[src/rtl/adcseq_pkg.sv]
package adcseq_pkg;

	typedef enum logic [1:0] {
		PH_IDLE  = 2'd0,
		PH_CONV0 = 2'd1,
		PH_CONV1 = 2'd2
	} phase_t;

	localparam logic FUNC_TICK = 1'b0;
	localparam logic FUNC_DONE = 1'b1;

	localparam int CFG_IDX_W  = 3;
	localparam int CFG_DATA_W = 15;

	localparam logic [CFG_IDX_W-1:0] REG_SAMPLE_PERIOD   = 3'd0;
	localparam logic [CFG_IDX_W-1:0] REG_STROBE0_ENABLE  = 3'd1;
	localparam logic [CFG_IDX_W-1:0] REG_STROBE0_TICKS   = 3'd2;
	localparam logic [CFG_IDX_W-1:0] REG_STROBE0_ACT_HI  = 3'd3;
	localparam logic [CFG_IDX_W-1:0] REG_STROBE1_ENABLE  = 3'd4;
	localparam logic [CFG_IDX_W-1:0] REG_STROBE1_TICKS   = 3'd5;
	localparam logic [CFG_IDX_W-1:0] REG_STROBE1_ACT_HI  = 3'd6;
	localparam logic [CFG_IDX_W-1:0] REG_SECOND_CH_EN    = 3'd7;

	localparam logic [14:0] SAMPLE_PERIOD_RST = 15'd100;

	typedef struct packed {
		logic [14:0] sample_period;
		logic        s0_en;
		logic [14:0] s0_ticks;
		logic        s0_act_hi;
		logic        s1_en;
		logic [14:0] s1_ticks;
		logic        s1_act_hi;
		logic        ch1_en;
	} cfg_t;

	typedef struct packed {
		phase_t      phase;
		logic [15:0] next_time;
		logic        s0_on;
		logic        s1_on;
		logic [15:0] sample0;
		logic [15:0] sample1;
		logic        pin0;
		logic        pin1;
	} state_t;

	typedef struct packed {
		logic        strobe0_level;
		logic        strobe1_level;
		logic        start_conversion;
		logic        start_channel;
		logic        value_changed;
		logic        changed_channel;
		logic [15:0] sample_value;
	} result_t;

endpackage

[src/rtl/adcseq_cfg.sv]
module adcseq_cfg (
	input  logic                                 clk,
	input  logic                                 arst_n,
	input  logic                                 cfg_we,
	input  logic [adcseq_pkg::CFG_IDX_W-1:0]     cfg_index,
	input  logic [adcseq_pkg::CFG_DATA_W-1:0]    cfg_wdata,
	output adcseq_pkg::cfg_t                     cfg
);
	import adcseq_pkg::*;

	cfg_t cfg_q;

	always_ff @(posedge clk or negedge arst_n) begin
		if (!arst_n) begin
			cfg_q.sample_period <= SAMPLE_PERIOD_RST;
			cfg_q.s0_en         <= 1'b0;
			cfg_q.s0_ticks      <= '0;
			cfg_q.s0_act_hi     <= 1'b1;
			cfg_q.s1_en         <= 1'b0;
			cfg_q.s1_ticks      <= '0;
			cfg_q.s1_act_hi     <= 1'b1;
			cfg_q.ch1_en        <= 1'b0;
		end else if (cfg_we) begin
			unique case (cfg_index)
				REG_SAMPLE_PERIOD:  cfg_q.sample_period <= cfg_wdata;
				REG_STROBE0_ENABLE: cfg_q.s0_en         <= cfg_wdata[0];
				REG_STROBE0_TICKS:  cfg_q.s0_ticks      <= cfg_wdata;
				REG_STROBE0_ACT_HI: cfg_q.s0_act_hi     <= cfg_wdata[0];
				REG_STROBE1_ENABLE: cfg_q.s1_en         <= cfg_wdata[0];
				REG_STROBE1_TICKS:  cfg_q.s1_ticks      <= cfg_wdata;
				REG_STROBE1_ACT_HI: cfg_q.s1_act_hi     <= cfg_wdata[0];
				REG_SECOND_CH_EN:   cfg_q.ch1_en        <= cfg_wdata[0];
				default: ;
			endcase
		end
	end

	assign cfg = cfg_q;

endmodule

[src/rtl/adcseq_step.sv]
module adcseq_step (
	input  adcseq_pkg::cfg_t    cfg,
	input  adcseq_pkg::state_t  cur,
	input  logic                func,
	input  logic [15:0]         now,
	input  logic [15:0]         conv_value,
	output adcseq_pkg::state_t  nxt,
	output adcseq_pkg::result_t res
);
	import adcseq_pkg::*;

	logic signed [15:0] left0;
	logic signed [15:0] left1;
	logic signed [15:0] left2;
	logic signed [15:0] ticks0;
	logic signed [15:0] ticks1;
	logic               act0;
	logic               act1;

	assign left0  = $signed(cur.next_time - now);
	assign ticks0 = $signed({1'b0, cfg.s0_ticks});
	assign ticks1 = $signed({1'b0, cfg.s1_ticks});
	// strobe 0 goes active at left <= ticks, strobe 1 only at left < ticks
	assign act0   = cfg.s0_en && (left0 <= ticks0);

	always_comb begin
		nxt   = cur;
		left1 = left0;
		left2 = left0;
		act1  = 1'b0;
		res   = '0;

		if (func == FUNC_TICK) begin
			if (cur.phase == PH_IDLE) begin
				if (act0) begin
					nxt.pin0 = cfg.s0_act_hi;
					if (!cur.s0_on) begin
						left1     = ticks0;
						nxt.s0_on = 1'b1;
					end
				end else begin
					nxt.pin0  = ~cfg.s0_act_hi;
					nxt.s0_on = 1'b0;
				end

				left2 = left1;
				act1  = cfg.s1_en && (left1 < ticks1);
				if (act1) begin
					nxt.pin1 = cfg.s1_act_hi;
					if (!cur.s1_on) begin
						left2     = ticks1;
						nxt.s1_on = 1'b1;
					end
				end else begin
					nxt.pin1  = ~cfg.s1_act_hi;
					nxt.s1_on = 1'b0;
				end

				if (left2[15]) begin
					res.start_conversion = 1'b1;
					res.start_channel    = 1'b0;
					nxt.phase            = PH_CONV0;
					nxt.next_time        = now + {1'b0, cfg.sample_period};
				end
			end
		end else begin
			unique case (cur.phase)
				PH_IDLE: ;
				PH_CONV0: begin
					if (conv_value != cur.sample0) begin
						nxt.sample0         = conv_value;
						res.value_changed   = 1'b1;
						res.changed_channel = 1'b0;
						res.sample_value    = conv_value;
					end
					if (cfg.ch1_en) begin
						res.start_conversion = 1'b1;
						res.start_channel    = 1'b1;
						nxt.phase            = PH_CONV1;
					end else begin
						nxt.phase = PH_IDLE;
					end
				end
				default: begin
					if (conv_value != cur.sample1) begin
						nxt.sample1         = conv_value;
						res.value_changed   = 1'b1;
						res.changed_channel = 1'b1;
						res.sample_value    = conv_value;
					end
					nxt.phase = PH_IDLE;
				end
			endcase
		end

		res.strobe0_level = nxt.pin0;
		res.strobe1_level = nxt.pin1;
	end

endmodule

[src/rtl/periodic_two_channel_adc_sequencer_core.sv]
// Periodic two-channel ADC sequencer. Each input transaction is either a timer
// tick carrying the current 16-bit time or a conversion-done event with the
// converter result; each produces exactly one result transaction with the strobe
// pin levels, a conversion start request and, when a stored sample changed, the
// new value. Throughput is one transaction per clock while out_ready is high;
// each passes an input register, then the subtract/compare result register.
// The result register frees itself as it is read, so input is taken while a
// result waits. Configuration registers are written through cfg_we/cfg_index/
// cfg_wdata and must only change while no transaction is in flight.
module periodic_two_channel_adc_sequencer_core (
	input  logic                              clk,
	input  logic                              arst_n,
	input  logic                              cfg_we,
	input  logic [adcseq_pkg::CFG_IDX_W-1:0]  cfg_index,
	input  logic [adcseq_pkg::CFG_DATA_W-1:0] cfg_wdata,
	input  logic                              in_valid,
	output logic                              in_ready,
	input  logic                              func,
	input  logic [15:0]                       now,
	input  logic [15:0]                       conv_value,
	output logic                              out_valid,
	input  logic                              out_ready,
	output logic                              strobe0_level,
	output logic                              strobe1_level,
	output logic                              start_conversion,
	output logic                              start_channel,
	output logic                              value_changed,
	output logic                              changed_channel,
	output logic [15:0]                       sample_value
);
	import adcseq_pkg::*;

	cfg_t        cfg;
	state_t      state_q;
	state_t      state_nxt;
	result_t     res_nxt;
	result_t     res_q;
	logic        out_valid_q;
	logic        valid_s1;
	logic        func_s1;
	logic [15:0] now_s1;
	logic [15:0] conv_value_s1;
	logic        advance;

	adcseq_cfg u_cfg (
		.clk       (clk),
		.arst_n    (arst_n),
		.cfg_we    (cfg_we),
		.cfg_index (cfg_index),
		.cfg_wdata (cfg_wdata),
		.cfg       (cfg)
	);

	// stage 1 moves into the result register when that one is empty or being read
	assign advance  = valid_s1 && (!out_valid_q || out_ready);
	assign in_ready = !valid_s1 || advance;

	always_ff @(posedge clk or negedge arst_n) begin
		if (!arst_n) begin
			valid_s1 <= 1'b0;
		end else if (in_ready) begin
			valid_s1 <= in_valid;
		end
	end

	always_ff @(posedge clk) begin
		if (in_valid && in_ready) begin
			func_s1       <= func;
			now_s1        <= now;
			conv_value_s1 <= conv_value;
		end
	end

	adcseq_step u_step (
		.cfg        (cfg),
		.cur        (state_q),
		.func       (func_s1),
		.now        (now_s1),
		.conv_value (conv_value_s1),
		.nxt        (state_nxt),
		.res        (res_nxt)
	);

	always_ff @(posedge clk or negedge arst_n) begin
		if (!arst_n) begin
			state_q.phase     <= PH_IDLE;
			state_q.next_time <= '0;
			state_q.s0_on     <= 1'b0;
			state_q.s1_on     <= 1'b0;
			state_q.sample0   <= '0;
			state_q.sample1   <= '0;
			state_q.pin0      <= 1'b0;
			state_q.pin1      <= 1'b0;
		end else if (advance) begin
			state_q <= state_nxt;
		end
	end

	always_ff @(posedge clk or negedge arst_n) begin
		if (!arst_n) begin
			out_valid_q <= 1'b0;
		end else if (advance) begin
			out_valid_q <= 1'b1;
		end else if (out_ready) begin
			out_valid_q <= 1'b0;
		end
	end

	always_ff @(posedge clk) begin
		if (advance) begin
			res_q <= res_nxt;
		end
	end

	assign out_valid        = out_valid_q;
	assign strobe0_level    = res_q.strobe0_level;
	assign strobe1_level    = res_q.strobe1_level;
	assign start_conversion = res_q.start_conversion;
	assign start_channel    = res_q.start_channel;
	assign value_changed    = res_q.value_changed;
	assign changed_channel  = res_q.changed_channel;
	assign sample_value     = res_q.sample_value;

endmodule
[config.mk]
export PLATFORM = sky130hd
export DESIGN_NAME = periodic_two_channel_adc_sequencer_core
export DESIGN_NICKNAME = d
export VERILOG_FILES = /design/src/rtl/adcseq_pkg.sv /design/src/rtl/adcseq_cfg.sv /design/src/rtl/adcseq_step.sv /design/src/rtl/periodic_two_channel_adc_sequencer_core.sv
export SDC_FILE = /design/constraint.sdc
export NUM_CORES = 1
export LEC_CHECK = 0
export ABC_AREA = 1
export ABC_CLOCK_PERIOD_IN_PS = 10600
export BUFFER_PORTS_ARGS = -buffer_cell sky130_fd_sc_hd__buf_4
export CAP_MARGIN = 15
export CORE_ASPECT_RATIO = 0.9
export CORE_UTILIZATION = 35
export CTS_CLUSTER_DIAMETER = 150
export CTS_CLUSTER_SIZE = 20
export DETAILED_ROUTE_END_ITERATION = 10
export PLACE_DENSITY_LB_ADDON = 0.3
export SYNTH_ARGS = -nofsm -noshare
export SYNTH_HDL_FRONTEND = slang
export SYNTH_SLANG_ARGS = --single-unit
[constraint.sdc]
create_clock -name clk -period 10.6 [get_ports clk]
set_input_delay 0 -clock clk [delete_from_list [all_inputs] [get_ports clk]]
set_output_delay 0 -clock clk [all_outputs]
set_load 0.01 [all_outputs]
==> impl_summary.md <==
Critical path
The cell type of the slowest stage on the worst timing path is nor2_2. STA puts the critical path data required time at between 10 and 15 ns. The cell family with the largest share of critical-path delay is simple AND/OR/NAND/NOR gates. The kind of critical path is reg -> reg. Counting both buffers and inverters, the worst setup path holds a total of 4. STA classifies the critical path startpoint as a flip-flop. The critical path data arrival time is approximately 6 ns. The critical-path maximum fanout is 28. The worst setup path is captured at a flip-flop. The biggest cell delay along the critical path is approximately 0.64 ns.

Among the stages of the critical path, the cell type that occurs most often is nand2_1.

Placed design
The placed cell count is ~1.4k. Input and output buffers added on the ports amount to between 70 and 80. The sum of net half-perimeters after detailed placement is between 10 and 15 mm. Routability-driven placement finished with a final weighted congestion of roughly 0.83.

GRT
The first global-routing pass estimated 32.2 mm of wire. Global routing finished with a remaining overflow of 0. The number of antenna violations at the first check in global routing is 0. The largest net degree at the start of global routing is between 50 and 60. The global routing usage summed across all routing layers is 0.164. The number of global-route vias before repair is 6590.

Timing
On the final layout, the worst clock skew is between 0.02 and 0.025 ns. The final period demand of the worst path is ~5.8 ns. The total negative setup slack is 0 ns. The final number of max-transition violations is 0. The final setup violation count is 0. The slew of the pin with the lowest slew margin is approximately 1 ns.

The maximum achievable frequency is 173 MHz. The final number of hold-violating endpoints is 0. The share of the cycle needed by the critical path after routing is 0.547. Setup repair after global routing left no endpoint under its margin. The worst max-slew margin expressed relative to the limit is 0.329.

Yosys
Synthesis instantiated 36 different standard cells from the library. The synthesized design contains approximately 160 register bits. Dividing the synthesized area by the synthesized cell count gives between 8 and 9 um2. The most instantiated flip-flop cell in the synthesis netlist is dfrtp_1.

The largest total area in the synthesized netlist belongs to dfrtp_1. Sorting the synthesized cells by area gives the leading types as dfrtp_1, edfxtp_1, nand2_1. The synthesized design contains 55 enable-type register cells. The fraction of synthesized cell area taken by the top area cell type is 0.291. When the netlist entered floorplanning its net count stood at 1103. After synthesis the cells add up to 8670 um2.

The warning count from the yosys run is 0. Synthesis produced a little under 1k cells. The share of the yosys chip area belonging to registers is 0.497.

The share of flip-flops with an asynchronous set or reset is 0.658.

Power and ir drop
The net switching power figure is between 1 and 1.5 mW. The power share of the clock group is 0.217. Summed over all cells, the static leakage comes to approximately 5.3 nW. Of the total power, the share spent switching nets is 0.410. The total power per unit cell area is ~260 nW/um2. The worst vdd rail ir drop is between 0.1 and 0.15 mV. Cell internal power was estimated by the tool at 1.68 mW. Of the total power, combinational logic draws 0.456. The share of total power dissipated in sequential elements is 0.326.

Clocking
Post-CTS repair changed the size of 0 cells. The clock transition at the register clock pins on the worst setup and hold paths after CTS is ~0.07 ns. The clock passes through at most 2 buffers.

At the later pin of the worst-skew pair, clock insertion delay measures 0.45 ns. The root buffer cell chosen for the clock tree is clkbuf_16. The number of clock sinks is approximately 160. CTS built an H-tree with a depth of 4.

The clock tree from TritonCTS is yes. The number of clock buffers added by TritonCTS is 17.

Finish
The area growth from synthesis to layout is 24.8%. The fraction of layout instances using a drive strength above 1 is 0.120. The number of cells in the finished layout apart from fillers is ~1.5k. The diode insertion count for antenna repair is 0.

The number of fill cells in the layout is 2321. The library cell used most frequently in the layout, excluding fill and tap cells, is nand2_1. The number of nets in the final layout is around 1.2k. In the layout the commonest cells are nand2_1, inv_1, dfrtp_1, o21ai_0, buf_4.

Routing
The wire length reported by the detailed router is 19.3 mm. Dividing the detail-routed wire length by the instance count gives between 10 and 15 um. The final routed DRC violation total is 0. After detailed routing, the number of vias per cell comes to between 4 and 5. The pre-antenna-repair detailed-routing pass consisted of 5 iterations. The detailed router finished its first iteration with 386 violations.

Once detail routing completed, the nets flagged for antenna violations numbered 0. The via count is around 6.7k.

Hold path
In this run the worst hold path is classified as in -> async.

Die
The initial utilization of the core area, before any placement, comes to 0.357. In this run the vertical extent of the chip is 151 um. The row count is 54. The floorplan step defined a die boundary enclosing between 20000 and 30000 um2. The die is 168 um wide. The placeable core region is 24300 um2. 80 I/O pins were placed.

Flow run
Across the run, the number of max-cap violations was 0.

Run status
The flow ran to the end, and the final reports show no timing, DRC or antenna violations.
[state kept, by name, summed over array words and instances, names as in the netlist, 16 cells and up]
name	flops
conv_value_s1	16
now_s1	16
sample_value	16
state_q	54
u_cfg.cfg	50
[power groups by stage]
stage	logic, mW	registers, mW	clock network [mW]
floorplan	0.976	0.922	0
global placement	1.25	0.935	0
detailed placement	1.28	0.938	0
CTS	1.31	0.929	0.638
global route	1.52	0.950	0.659
finish	1.30	0.930	0.620
[synth_stat cells, types with 2 or more instances]
cell,instances
nand2_1,217
inv_1,181
dfrtp_1,101
o21ai_0,91
ha_1,59
nor2_1,56
edfxtp_1,55
a21oi_1,41
xor2_1,24
xnor2_1,20
clkbuf_1,18
nand3_1,18
o21a_1,17
o21ai_1,13
nand4_1,9
nand2_2,8
a31oi_1,7
nor4_1,6
dfstp_2,5
nor2_2,4
nor3_1,4
o2111ai_1,4
o21bai_1,4
o221ai_1,4
a21o_1,3
buf_2,3
a211oi_1,2
a21oi_2,2
fa_1,2
o31ai_1,2
[layout make-up]
| class | instances | area [um2] | area share |
|---|---|---|---|
| timing repair buffer | 145 | 1240 | 0.115 |
| clock buffer | 17 | 425 | 0.0393 |
| clock inverter | 15 | 180 | 0.0166 |
| multi-input combinational | 623 | 3600 | 0.332 |
| sequential | 161 | 4310 | 0.398 |
| tap | 308 | 385 | 0.0356 |
| inverter | 181 | 679 | 0.0628 |
[path summary, 6_finish.rpt]
path                                            from                     endpoint  slack [ns]  cells after the start
hold reg to reg            u_cfg.cfg[26]$_DFFE_PN0P_    u_cfg.cfg[26]$_DFFE_PN0P_        0.49                      2
setup reg to reg                 now_s1[0]$_DFFE_PP_      strobe1_level$_DFFE_PP_        4.80                     36
max in group asynchronous                     arst_n       state_q[0]$_DFFE_PN0P_        9.25                      3
hold / removal                                arst_n      state_q[46]$_DFFE_PN0P_        0.15                      2
setup / recovery                 now_s1[0]$_DFFE_PP_      strobe1_level$_DFFE_PP_        4.80                     36
min in group clk                      conv_value[13]  conv_value_s1[13]$_DFFE_PP_        0.27                      2
[stage by stage]
stage / power [mW] / instance area, um2 / worst slack [ns] / util / hold WS (ns)
final: 2.85 / 10800 / 4.80 / 0.446 / 0.148
after global routing: 3.13 / 10800 / 4.02 / 0.446 / 0.232
after CTS: 2.88 / 10800 / 4.80 / 0.446 / 0.166
after detailed placement: 2.22 / 9600 / 4.82 / 0.396 / 0.0945
after global placement: 2.19 / 9600 / 4.90 / 0.396 / 0.0937
after floorplan: 1.90 / 8670 / 5.47 / - / -0.296
[metal layers]
layer | track usage | vias to the layer above | share of wire
met3 | 0.0285 | 22 | 0.031
li1 | - | 3481 | -
met5 | 0 | - | 0
met4 | 0.0564 | 0 | 0.014
met2 | 0.257 | 90 | 0.43
met1 | 0.228 | 3119 | 0.52
[repair_timing]
action	4_1_cts	5_1_grt
buffers inserted	0	0
hold endpoints to repair	133	0
hold buffers	62	0
[logic make-up (layout without fill, tap and decap cells)]
family          Yosys count  in the layout  share of synthesized area
flops                   161            161                      0.497
fa+ha+maj                61             61                     0.0898
xor+xnor                 44             44                     0.0444
compound gates          194            194                      0.128
buf+inv                 202            358                     0.0879
simple gates            324            324                      0.153
Power figures use the tool's default switching activity.
